==> config.mk <==
export PLATFORM = sky130hd
export DESIGN_NAME = ad_ar_envelope_generator
export DESIGN_NICKNAME = d
export VERILOG_FILES = /design/src/rtl/adar_pkg.sv /design/src/rtl/ad_ar_envelope_generator.sv /design/src/rtl/adar_cfg_regs.sv /design/src/rtl/adar_env_core.sv
export SDC_FILE = /design/constraint.sdc
export NUM_CORES = 1
export LEC_CHECK = 0
export BUFFER_PORTS_ARGS = -buffer_cell sky130_fd_sc_hd__buf_2
export CORE_ASPECT_RATIO = 0.6
export CORE_MARGIN = 5
export CORE_UTILIZATION = 37
export DETAILED_ROUTE_END_ITERATION = 8
export GPL_TIMING_DRIVEN = 0
export PLACE_DENSITY = 0.63
export SLEW_MARGIN = 25
export SYNTH_ARGS = -nofsm -noshare
export SYNTH_HDL_FRONTEND = slang
export SYNTH_HIERARCHICAL = 1
export SYNTH_SLANG_ARGS = --single-unit
==> constraint.sdc <==
create_clock -name clk -period 12.4 [get_ports clk]
set_input_delay 2.48 -clock clk [delete_from_list [all_inputs] [get_ports clk]]
set_output_delay 2.48 -clock clk [all_outputs]
set_load 0.01 [all_outputs]
==> src/rtl/adar_pkg.sv <==
// Shared types, constants and helpers for the AD/AR envelope generator.
package adar_pkg;

  localparam int FRAC_BITS = 16;
  localparam int LEVEL_W   = FRAC_BITS + 1;
  localparam int MUL_W     = FRAC_BITS;
  localparam int PROD_W    = LEVEL_W + MUL_W;
  localparam int CODE_W    = 3;
  localparam int OP_W      = 2;
  localparam int PADDR_W   = 4;
  localparam int PDATA_W   = 32;
  localparam int OUT_TDATA_W = 24;

  // 1.0 in Q1.16.
  localparam logic [LEVEL_W-1:0] ONE_LEVEL = {1'b1, {FRAC_BITS{1'b0}}};

  localparam logic [LEVEL_W-1:0] ATTACK_STEP_RST = LEVEL_W'(655);
  localparam logic [MUL_W-1:0]   DECAY_MUL_RST   = MUL_W'(65000);
  localparam logic [LEVEL_W-1:0] FLOOR_LEVEL_RST = LEVEL_W'(66);
  localparam logic               ENV_MODE_RST    = 1'b0;

  // Stage numbers as seen on the result channel.
  localparam logic [CODE_W-1:0] CODE_IDLE    = 3'd0;
  localparam logic [CODE_W-1:0] CODE_ATTACK  = 3'd1;
  localparam logic [CODE_W-1:0] CODE_DECAY   = 3'd2;
  localparam logic [CODE_W-1:0] CODE_SUSTAIN = 3'd3;
  localparam logic [CODE_W-1:0] CODE_RELEASE = 3'd4;

  typedef enum logic [4:0] {
    ST_IDLE    = 5'b00001,
    ST_ATTACK  = 5'b00010,
    ST_DECAY   = 5'b00100,
    ST_SUSTAIN = 5'b01000,
    ST_RELEASE = 5'b10000
  } stage_t;

  typedef enum logic [OP_W-1:0] {
    OP_TICK      = 2'd0,
    OP_TRIGGER   = 2'd1,
    OP_NOTE_OFF  = 2'd2,
    OP_FORCE_REL = 2'd3
  } op_t;

  typedef enum logic [1:0] {
    REG_ATTACK_STEP = 2'd0,
    REG_DECAY_MUL   = 2'd1,
    REG_FLOOR_LEVEL = 2'd2,
    REG_ENV_MODE    = 2'd3
  } reg_idx_t;

  typedef struct packed {
    logic [LEVEL_W-1:0] attack_step;
    logic [MUL_W-1:0]   decay_mul;
    logic [LEVEL_W-1:0] floor_level;
    logic               env_mode;
    logic               decay_load;
  } cfg_t;

  function automatic logic [CODE_W-1:0] stage_code(input stage_t s);
    logic [CODE_W-1:0] c;
    unique case (s)
      ST_IDLE:    c = CODE_IDLE;
      ST_ATTACK:  c = CODE_ATTACK;
      ST_DECAY:   c = CODE_DECAY;
      ST_SUSTAIN: c = CODE_SUSTAIN;
      ST_RELEASE: c = CODE_RELEASE;
      default:    c = CODE_IDLE;
    endcase
    return c;
  endfunction

endpackage

==> src/rtl/ad_ar_envelope_generator.sv <==
// Top level of the AD/AR envelope generator: channel registers and assertions.
//
// Events arrive on the slave stream: s_tuser carries the event kind (tick,
// trigger, note-off, forced release) and s_tdata the release factor used by a
// forced release. Only a tick produces a beat on the master stream, carrying
// the new level (Q1.16) and the stage number. Settings are written through the
// APB port; a write of the decay factor also reloads the release factor.
//
// An accepted event sits in an input register, where the state update and
// the result are computed in one pass through the level multiplier or the
// attack adder. A tick's result then goes to the result register, which
// drives m_tdata. One event per cycle is sustained unless a tick is stalled.
//
// While the receiver stalls, the result register holds its beat; further
// non-tick events still flow through, and a tick waits in the input register,
// so s_tready drops only when a waiting tick cannot reach the result register.
// Reset clears both channel registers and returns the envelope to idle at
// level zero with all settings at their defaults.
module ad_ar_envelope_generator (
  input  logic        clk,
  input  logic        rst,
  input  logic        s_tvalid,
  output logic        s_tready,
  input  logic [15:0] s_tdata,   // [15:0] release_mul
  input  logic [1:0]  s_tuser,   // [1:0] op
  output logic        m_tvalid,
  input  logic        m_tready,
  output logic [23:0] m_tdata,   // [16:0] level, [19:17] stage_out, [23:20] zero
  input  logic        psel,
  input  logic        penable,
  input  logic        pwrite,
  input  logic [3:0]  paddr,
  input  logic [31:0] pwdata,
  output logic [31:0] prdata,
  output logic        pready
);
  import adar_pkg::*;

  cfg_t               cfg;
  logic               in_valid;
  op_t                in_op;
  logic [MUL_W-1:0]   in_rel;
  logic               out_free;
  logic               advance;
  logic               emit;
  logic [LEVEL_W-1:0] tick_level;
  logic [CODE_W-1:0]  tick_stage;
  logic [LEVEL_W-1:0] out_level;
  logic [CODE_W-1:0]  out_stage;

  adar_cfg_regs u_cfg (
    .clk     (clk),
    .rst     (rst),
    .psel    (psel),
    .penable (penable),
    .pwrite  (pwrite),
    .paddr   (paddr),
    .pwdata  (pwdata),
    .prdata  (prdata),
    .pready  (pready),
    .cfg     (cfg)
  );

  assign out_free = !m_tvalid || m_tready;
  assign advance  = in_valid && ((in_op != OP_TICK) || out_free);
  assign emit     = advance && (in_op == OP_TICK);
  assign s_tready = !in_valid || advance;

  always_ff @(posedge clk) begin
    if (rst) begin
      in_valid <= 1'b0;
    end else if (s_tready) begin
      in_valid <= s_tvalid;
    end
  end

  always_ff @(posedge clk) begin
    if (s_tvalid && s_tready) begin
      in_op  <= op_t'(s_tuser);
      in_rel <= s_tdata[MUL_W-1:0];
    end
  end

  adar_env_core u_core (
    .clk         (clk),
    .rst         (rst),
    .cfg         (cfg),
    .step        (advance),
    .op          (in_op),
    .release_mul (in_rel),
    .tick_level  (tick_level),
    .tick_stage  (tick_stage)
  );

  always_ff @(posedge clk) begin
    if (rst) begin
      m_tvalid <= 1'b0;
    end else if (emit) begin
      m_tvalid <= 1'b1;
    end else if (m_tready) begin
      m_tvalid <= 1'b0;
    end
  end

  always_ff @(posedge clk) begin
    if (emit) begin
      out_level <= tick_level;
      out_stage <= tick_stage;
    end
  end

  assign m_tdata = {4'b0000, out_stage, out_level};

  a_tick_emits: assert property (@(posedge clk) disable iff (rst)
    emit |=> m_tvalid)
    else $error("accepted tick did not produce a result beat");

  a_level_range: assert property (@(posedge clk) disable iff (rst)
    m_tvalid |-> (out_level <= ONE_LEVEL))
    else $error("level above 1.0");

  a_idle_zero: assert property (@(posedge clk) disable iff (rst)
    (m_tvalid && out_stage == CODE_IDLE) |-> (out_level == '0))
    else $error("idle stage with nonzero level");

  a_ready_full: assert property (@(posedge clk) disable iff (rst)
    !s_tready |-> (in_valid && in_op == OP_TICK && m_tvalid && !m_tready))
    else $error("input stalled without a blocked tick");

endmodule

==> src/rtl/adar_cfg_regs.sv <==
// APB register file for the envelope settings.
module adar_cfg_regs (
  input  logic                         clk,
  input  logic                         rst,
  input  logic                         psel,
  input  logic                         penable,
  input  logic                         pwrite,
  input  logic [adar_pkg::PADDR_W-1:0] paddr,
  input  logic [adar_pkg::PDATA_W-1:0] pwdata,
  output logic [adar_pkg::PDATA_W-1:0] prdata,
  output logic                         pready,
  output adar_pkg::cfg_t               cfg
);
  import adar_pkg::*;

  logic [LEVEL_W-1:0] attack_step;
  logic [MUL_W-1:0]   decay_mul;
  logic [LEVEL_W-1:0] floor_level;
  logic               env_mode;
  logic               decay_load;
  logic               wr_en;
  reg_idx_t           idx;

  assign pready = 1'b1;
  assign wr_en  = psel && penable && pwrite && pready;
  assign idx    = reg_idx_t'(paddr[PADDR_W-1:2]);

  always_ff @(posedge clk) begin
    if (rst) begin
      attack_step <= ATTACK_STEP_RST;
      decay_mul   <= DECAY_MUL_RST;
      floor_level <= FLOOR_LEVEL_RST;
      env_mode    <= ENV_MODE_RST;
      decay_load  <= 1'b0;
    end else begin
      decay_load <= 1'b0;
      if (wr_en) begin
        unique case (idx)
          REG_ATTACK_STEP: attack_step <= pwdata[LEVEL_W-1:0];
          REG_DECAY_MUL: begin
            decay_mul  <= pwdata[MUL_W-1:0];
            decay_load <= 1'b1;
          end
          REG_FLOOR_LEVEL: floor_level <= pwdata[LEVEL_W-1:0];
          REG_ENV_MODE:    env_mode    <= pwdata[0];
          default: ;
        endcase
      end
    end
  end

  always_comb begin
    unique case (idx)
      REG_ATTACK_STEP: prdata = PDATA_W'(attack_step);
      REG_DECAY_MUL:   prdata = PDATA_W'(decay_mul);
      REG_FLOOR_LEVEL: prdata = PDATA_W'(floor_level);
      REG_ENV_MODE:    prdata = PDATA_W'(env_mode);
      default:         prdata = '0;
    endcase
  end

  // The release factor is loaded from the decay value by the registered decay_load strobe after a write.
  assign cfg.attack_step = attack_step;
  assign cfg.decay_mul   = decay_mul;
  assign cfg.floor_level = floor_level;
  assign cfg.env_mode    = env_mode;
  assign cfg.decay_load  = decay_load;

endmodule

==> src/rtl/adar_env_core.sv <==
// Envelope state registers and the combinational update for one event.
module adar_env_core (
  input  logic                        clk,
  input  logic                        rst,
  input  adar_pkg::cfg_t              cfg,
  input  logic                        step,
  input  adar_pkg::op_t               op,
  input  logic [adar_pkg::MUL_W-1:0]  release_mul,
  output logic [adar_pkg::LEVEL_W-1:0] tick_level,
  output logic [adar_pkg::CODE_W-1:0] tick_stage
);
  import adar_pkg::*;

  stage_t             stage;
  stage_t             stage_next;
  stage_t             tick_stage_nx;
  logic [LEVEL_W-1:0] level;
  logic [LEVEL_W-1:0] level_next;
  logic [LEVEL_W-1:0] tick_level_nx;
  logic [MUL_W-1:0]   release_factor;
  logic [MUL_W-1:0]   release_factor_next;
  logic [MUL_W-1:0]   mul_sel;
  logic [PROD_W-1:0]  product;
  logic [LEVEL_W-1:0] shrunk;
  logic [LEVEL_W:0]   attack_sum;

  // One shared multiplier serves decay and release.
  always_comb begin
    mul_sel    = (stage == ST_RELEASE) ? release_factor : cfg.decay_mul;
    product    = PROD_W'(level) * PROD_W'(mul_sel);
    shrunk     = product[FRAC_BITS +: LEVEL_W];
    attack_sum = {1'b0, level} + {1'b0, cfg.attack_step};
  end

  always_comb begin
    tick_stage_nx = stage;
    tick_level_nx = level;
    unique case (stage)
      ST_ATTACK: begin
        if (attack_sum >= {1'b0, ONE_LEVEL}) begin
          tick_level_nx = ONE_LEVEL;
          tick_stage_nx = cfg.env_mode ? ST_SUSTAIN : ST_DECAY;
        end else begin
          tick_level_nx = attack_sum[LEVEL_W-1:0];
        end
      end
      ST_DECAY, ST_RELEASE: begin
        if (shrunk <= cfg.floor_level) begin
          tick_level_nx = '0;
          tick_stage_nx = ST_IDLE;
        end else begin
          tick_level_nx = shrunk;
        end
      end
      ST_SUSTAIN: tick_level_nx = ONE_LEVEL;
      default: begin
        tick_level_nx = '0;
        tick_stage_nx = ST_IDLE;
      end
    endcase
  end

  always_comb begin
    stage_next          = stage;
    level_next          = level;
    release_factor_next = release_factor;
    case (op)
      OP_TICK: begin
        stage_next = tick_stage_nx;
        level_next = tick_level_nx;
      end
      OP_TRIGGER: stage_next = ST_ATTACK;
      OP_NOTE_OFF: begin
        if (cfg.env_mode && stage != ST_IDLE) stage_next = ST_RELEASE;
      end
      default: begin
        if (stage != ST_IDLE) begin
          stage_next          = ST_RELEASE;
          release_factor_next = release_mul;
        end
      end
    endcase
  end

  always_ff @(posedge clk) begin
    if (rst) begin
      stage          <= ST_IDLE;
      level          <= '0;
      release_factor <= DECAY_MUL_RST;
    end else begin
      if (cfg.decay_load) begin
        release_factor <= cfg.decay_mul;
      end else if (step) begin
        release_factor <= release_factor_next;
      end
      if (step) begin
        stage <= stage_next;
        level <= level_next;
      end
    end
  end

  assign tick_level = tick_level_nx;
  assign tick_stage = stage_code(tick_stage_nx);

endmodule
; After elaboration in Yosys (flattened, before gate mapping)
; Index checks and enable logic that the tools add are counted.
[op_classes]
addsub = 1
mul = 1
div = 0
order_cmp = 2
eq_ne = 16
shifts = 0
n_mux = 20
bitwise_logic = 1
n_reduce_logical = 28
[ops]
columns = op, n
row1 = case mux 32 bit (4 select lines), 1
row2 = 2-to-1 mux 16 bit, 5
row3 = case mux 17 bit (3 select lines), 1
row4 = 2-to-1 mux 17 bit, 2
row5 = multiplier 17 x 16 -> 33 bit, 1
row6 = case mux 5 bit (3 select lines), 2
row7 = 2-to-1 mux 5 bit, 4
row8 = adder 17 x 17 -> 18 bit, 1
row9 = ">= comparator 18 x 17 -> 1 bit, second input constant", 1
row10 = less-or-equal comparator 17 bit, 1
row11 = case mux 3 bit (4 select lines), 1
row12 = "equality test 5 x 2 -> 1 bit, second input constant", 2
row13 = "equality test 5 x 3 -> 1 bit, second input constant", 2
row14 = "equality test 5 x 4 -> 1 bit, second input constant", 2
row15 = "equality test 5 bit, second input constant", 2
row16 = AND reduction 2 bit, 5
row17 = nonzero test 2 bit, 4
row18 = "equality test 2 bit, second input constant", 3
row19 = logical AND 1 bit, 6
row20 = AND reduction 3 bit, 2
row21 = "!= test 5 x 1 -> 1 bit, second input constant", 1
row22 = "equality test 2 x 1 -> 1 bit, second input constant", 2
row23 = logical NOT 2 bit, 2
row24 = 2-to-1 mux 4 bit, 1
row25 = 8 further kinds, 15
[totals]
register_bits = 130
latchBits = 0
ram_bits = 0
rom_bits = 0
output_inout_bits = 59
mem_count = 0

; Longest topological paths before layout
[depth]
word_depth = 8
depth_mapped = 37
depth_no_buf = 35

; Hierarchy
; The synthesis kept the hierarchy.
[by_module_without_submodules]
columns = mod, instances, cells_each, area_per_inst_um2
row1 = adar_env_core, 1, 1411, 12096.6
row2 = adar_cfg_regs, 1, 285, 2638.8
row3 = ad_ar_envelope_generator, 1, 56, 1303.8

; Worst setup path after synthesis
; Ideal clock, no wire load.
[synth_timing]
kind = register to register
start = reg u_core.stage[3]
end = reg u_core.level[9]
arrival_time_ns = 8.833
required_time_ns = 12.309
path_slack_ns = 3.476
stages_incl_launch_ff = 35
n_path_buf = 3
period_less_slack_ns = 8.924
cell_sequence = dfxtp_1 -> nor3_4 -> nand2_1 -> clkbuf_1 -> mux2_2 -> clkbuf_1 -> nand2_1 -> fa_1 -> fa_1 -> fa_1 -> inv_1 -> fa_1 -> fa_1 -> inv_1 -> fa_1 -> inv_1 -> ha_1 -> a211oi_1 -> nor2_1 -> o311ai_2 -> nor4_1 -> nor2_1 -> a21oi_1 -> or3_1 -> and2_1 -> ha_1 -> and4_1 -> nand3_1 -> or2_0 -> a311o_1 -> a21oi_1 -> and3_1 -> buf_2 -> or3b_1 -> a311oi_1
[synth_between]
elab_chain_len = 6
[synth_lines]
columns = element, line
row1 = "start, declared", adar_env_core.sv:14  ; stage_t stage;
row2 = "start signal, assigned", adar_env_core.sv:97  ; stage <= stage_next;
row3 = equality test 5 bit, "adar_env_core.sv:29, adar_env_core.sv:38"
row4 = 2-to-1 mux 16 bit, adar_env_core.sv:29  ; mul_sel = (stage == ST_RELEASE) ? release_factor : cfg.decay_mul;
row5 = multiplier 17 x 16 -> 33 bit, adar_env_core.sv:30  ; product = PROD_W'(level) * PROD_W'(mul_sel);
row6 = less-or-equal comparator 17 bit, adar_env_core.sv:48  ; if (shrunk <= cfg.floor_level) begin
row7 = 2-to-1 mux 17 bit, adar_env_core.sv:48
row8 = case mux 17 bit (3 select lines) *, adar_env_core.sv:38  ; unique case (stage)
row9 = "end signal, assigned", adar_env_core.sv:98  ; level <= level_next;
row10 = "end, declared", adar_env_core.sv:17  ; logic [LEVEL_W-1:0] level;
; Every way passes the cells marked *; elsewhere a longest branch is shown, timed or not.
; A chain may end at the register's enable or synchronous reset.

; Worst setup path after layout
[layout_timing]
start = reg u_core.stage[3]
end = reg u_core.level[11]
; Same word-level chain as after synthesis.

==> metrics <==
vias per cell 5.285; Post-synth top flop dfxtp_1; R2R Path End u_core/level[11]; Net count, final roughly 2300; Avg WL per Cell just over 20 um; min Tclk post-route about 12000 ps; final setup skew 8.136 ps; Mapped Cells 1752; period utilization 0.9317; FFs w/ async S/R, synth 0; CP Capture Type register; unrepaired setup endpoints after global routing no; Yosys warnings 6; Worst VDD drop ~0.068 mV; Leak around 8.1 nW; largest cells by area after synthesis fa_1, dfxtp_1, ha_1, edfxtp_1, inv_1; first-pass GRT wire length between 70000 and 80000 um; I/O pin count 120; relative slew slack 0.4045; post-synthesis sequential element count 130; switching pwr around 0.48 mW; crit start category register; die width roughly 280 um; all-layer global routing usage 0.2131; Setup Buffers After CTS 0; final slew viol count 0; worst-margin pin slew between 800 and 900 ps; layout cells sized above 1 0.1082; drt first pass iters 5; WP data arrival roughly 12000 ps; DRT Wirelength roughly 50000 um; worst reg2reg setup slack between 800 and 900 ps; Core ar. between 40000 and 50000 um^2; final hold violations 0; status finished clean; Max Cap Viol 0; Die ar. 47750 um^2; clock sink total 130; CTS clk-pin slew, worst paths about 60 ps; Final WS setup around 850 ps; final setup violating endpoints 0; Die H around 170 um; EDFF count, synth 38; top cell type's share of synthesized area 0.2596; gpl congestion 0.9497; Int Pwr between 0.9 and 1 mW; Setup TNS 0 ps; grt ovf 0; Area Growth Syn to Fin 11.50%; # diodes 0; Syn Std Cell Area approximately 16000 um^2; vias in the first global route about 13000; Cell Rows slightly below 60; post_cts resized 0; pre-CTS setup slack around 1200 ps; initial core utilization 0.3720; Comb pwr share 0.309; worst-path fanout max 10; Reg area slightly below 3000 um^2; Worst Path Required between 10000 and 15000 ps; critical path class register to register; initial antenna violation count 2; Synth area leader fa_1; launching point of the worst reg2reg path u_core/stage[3]; port bufs 82; CTS tree yes; Syn Area/Cell slightly above 9 um^2; Util after Layout 0.4148; Final HPWL DP slightly above 40000 um; Setup crit start u_core/stage[3]; Tot Pwr between 1 and 1.5 mW; power share of the clock group 0.363; distinct cell type count after synthesis 79; drt drc 0; DRT antenna net count 0; worst reg2reg path depth 37; htree depth 4; worst skew pair latency roughly 430 ps; Num CTS Buffers 17; P per Cell Area just under 80 nW/um^2; sequential fraction of the synthesis area 0.1860; vias approximately 13000; Switching Share 0.3435; min-delay src u_cfg/floor_level[14]; cts hold-fix bufs 0; multi-input logic area roughly 12000 um^2; number of DRC markers in iteration 0 roughly 1400; Slowest-stage cell, CP nor2_1; sequential power share 0.328; CP peak stage delay 630 ps; most used cell, CP fa_1; CTS max path bufs 2; largest net degree at the start of global routing 19; root buf cell clkbuf_16; CP endpoint u_core/level[11]; fmax between 0.08 and 0.09 GHz; Fill cells around 4300; Hold Crit Class register to register
how the worst min path moves through the flow:
stage	to	slack [ps]	cells after the start
finish	u_cfg/floor_level[14]	490	2
global route	u_cfg/floor_level[14]	510	2
CTS	u_cfg/floor_level[14]	500	2
detailed placement	u_cfg/floor_level[14]	490	2
global placement	u_cfg/floor_level[13]	480	2
floorplan	u_cfg/floor_level[10]	460	2
synthesized netlist by cell type, types with 3 or more instances:
library cell  number
xnor2_1           15
o21ai_0           34
clkbuf_1          57
and3_1             6
buf_2              5
buf_4             28
o211ai_1           4
xor2_1            12
a31oi_1            8
dfxtp_1           92
edfxtp_1          38
o21a_1            23
nand2_1          201
a22oi_1            4
nand4_1           10
a21oi_1           46
or3_1              4
mux2_2            27
nor3_1            11
nor2_1            96
fa_1             208
ha_1             136
o21ai_1           13
conb_1             3
o21bai_1           5
nor4_1             3
nor2b_1           13
nand2b_1          61
a311oi_1           4
inv_1            263
a21o_1            22
a211oi_1           9
a22o_1            12
nand3_1           16
a221oi_1           4
mux2i_1           80
and2_1           126
layout by cell type, fill, tap and decap left out, types with 12 or more instances in the layout:
master,count
inv_1,263
fa_1,208
nand2_1,201
ha_1,136
and2_1,126
nor2_1,95
dfxtp_1,92
buf_2,87
mux2i_1,80
nand2b_1,61
clkbuf_1,58
a21oi_1,46
edfxtp_1,38
o21ai_0,33
buf_4,28
mux2_2,27
o21a_1,23
a21o_1,22
conb_1,20
clkbuf_16,19
nand3_1,16
xnor2_1,15
o21ai_1,14
nor2b_1,13
xor2_1,12
a22o_1,12
metal layers:
layer | up-vias | GRT usage | wire length (um)
met5 | - | 0 | 0
met3 | 53 | 0.08113 | 6524
met2 | 658 | 0.2909 | 19430
met4 | 0 | 0.04468 | 984
li1 | 5860 | - | -
met1 | 6452 | 0.3190 | 23460
per-stage QoR:
step / std cells / area (um^2) / hold slack (ps)
floorplan: 1769 / 16100 / 461.9
global placement: 2430 / 17240 / 482.3
detailed placement: 2432 / 17290 / 488.2
CTS: 2464 / 17880 / 495.9
global route: 2464 / 17880 / 507.8
finish: 2464 / 17880 / 490.7
worst max-delay path: cells and delay by family (launching register included):
family / cells / cell delay, ps
buffers and inverters: 9 / 1960
AOI/OAI and AO/OA: 7 / 1980
adders and majority gates: 8 / 3640
and+or+nand+nor: 12 / 2860
muxes: 1 / 520
DFF: 1 / 490
power by group through the flow:
| stage | Sequential (mW) | Combinational (mW) | Clock [mW] |
|---|---|---|---|
| floorplan | 0.463 | 0.307 | 0 |
| global placement | 0.470 | 0.413 | 0 |
| detailed placement | 0.470 | 0.425 | 0 |
| CTS | 0.461 | 0.430 | 0.518 |
| global route | 0.463 | 0.490 | 0.539 |
| finish | 0.462 | 0.436 | 0.511 |
layout make-up:
| cell class | instances | share of cell area |
|---|---|---|
| Clock inverter | 11 | 0.005457 |
| Multi-Input combinational cell | 1283 | 0.6528 |
| Clock buffer | 21 | 0.02757 |
| Sequential cell | 130 | 0.1668 |
| Inverter | 263 | 0.05520 |
| Buffer | 93 | 0.02659 |
| Timing Repair Buffer | 84 | 0.02512 |
| Tap cell | 579 | 0.04051 |
registers in the layout (all words and copies together) (netlist names):
register,cells
u_core/level,17
u_cfg/floor_level,17
u_core/release_factor,16
u_cfg/attack_step,17
u_cfg/decay_mul,16
u_cfg/env_mode,1
out_level,17
in_valid,1
out_stage,3
u_cfg/decay_load,1
in_rel,16
m_tvalid,1
in_op,2
u_core/stage,5
cells by family after synthesis:
logic type,share of synthesized area
buffers and inverters,0.09119
other,0.0007020
and+or+nand+nor,0.1765
adders and majority gates,0.3657
AOI/OAI and AO/OA,0.09486
xor gates and xnor gates,0.01474
DFF,0.1860
muxes,0.07029
Power figures use the tool's default switching activity.
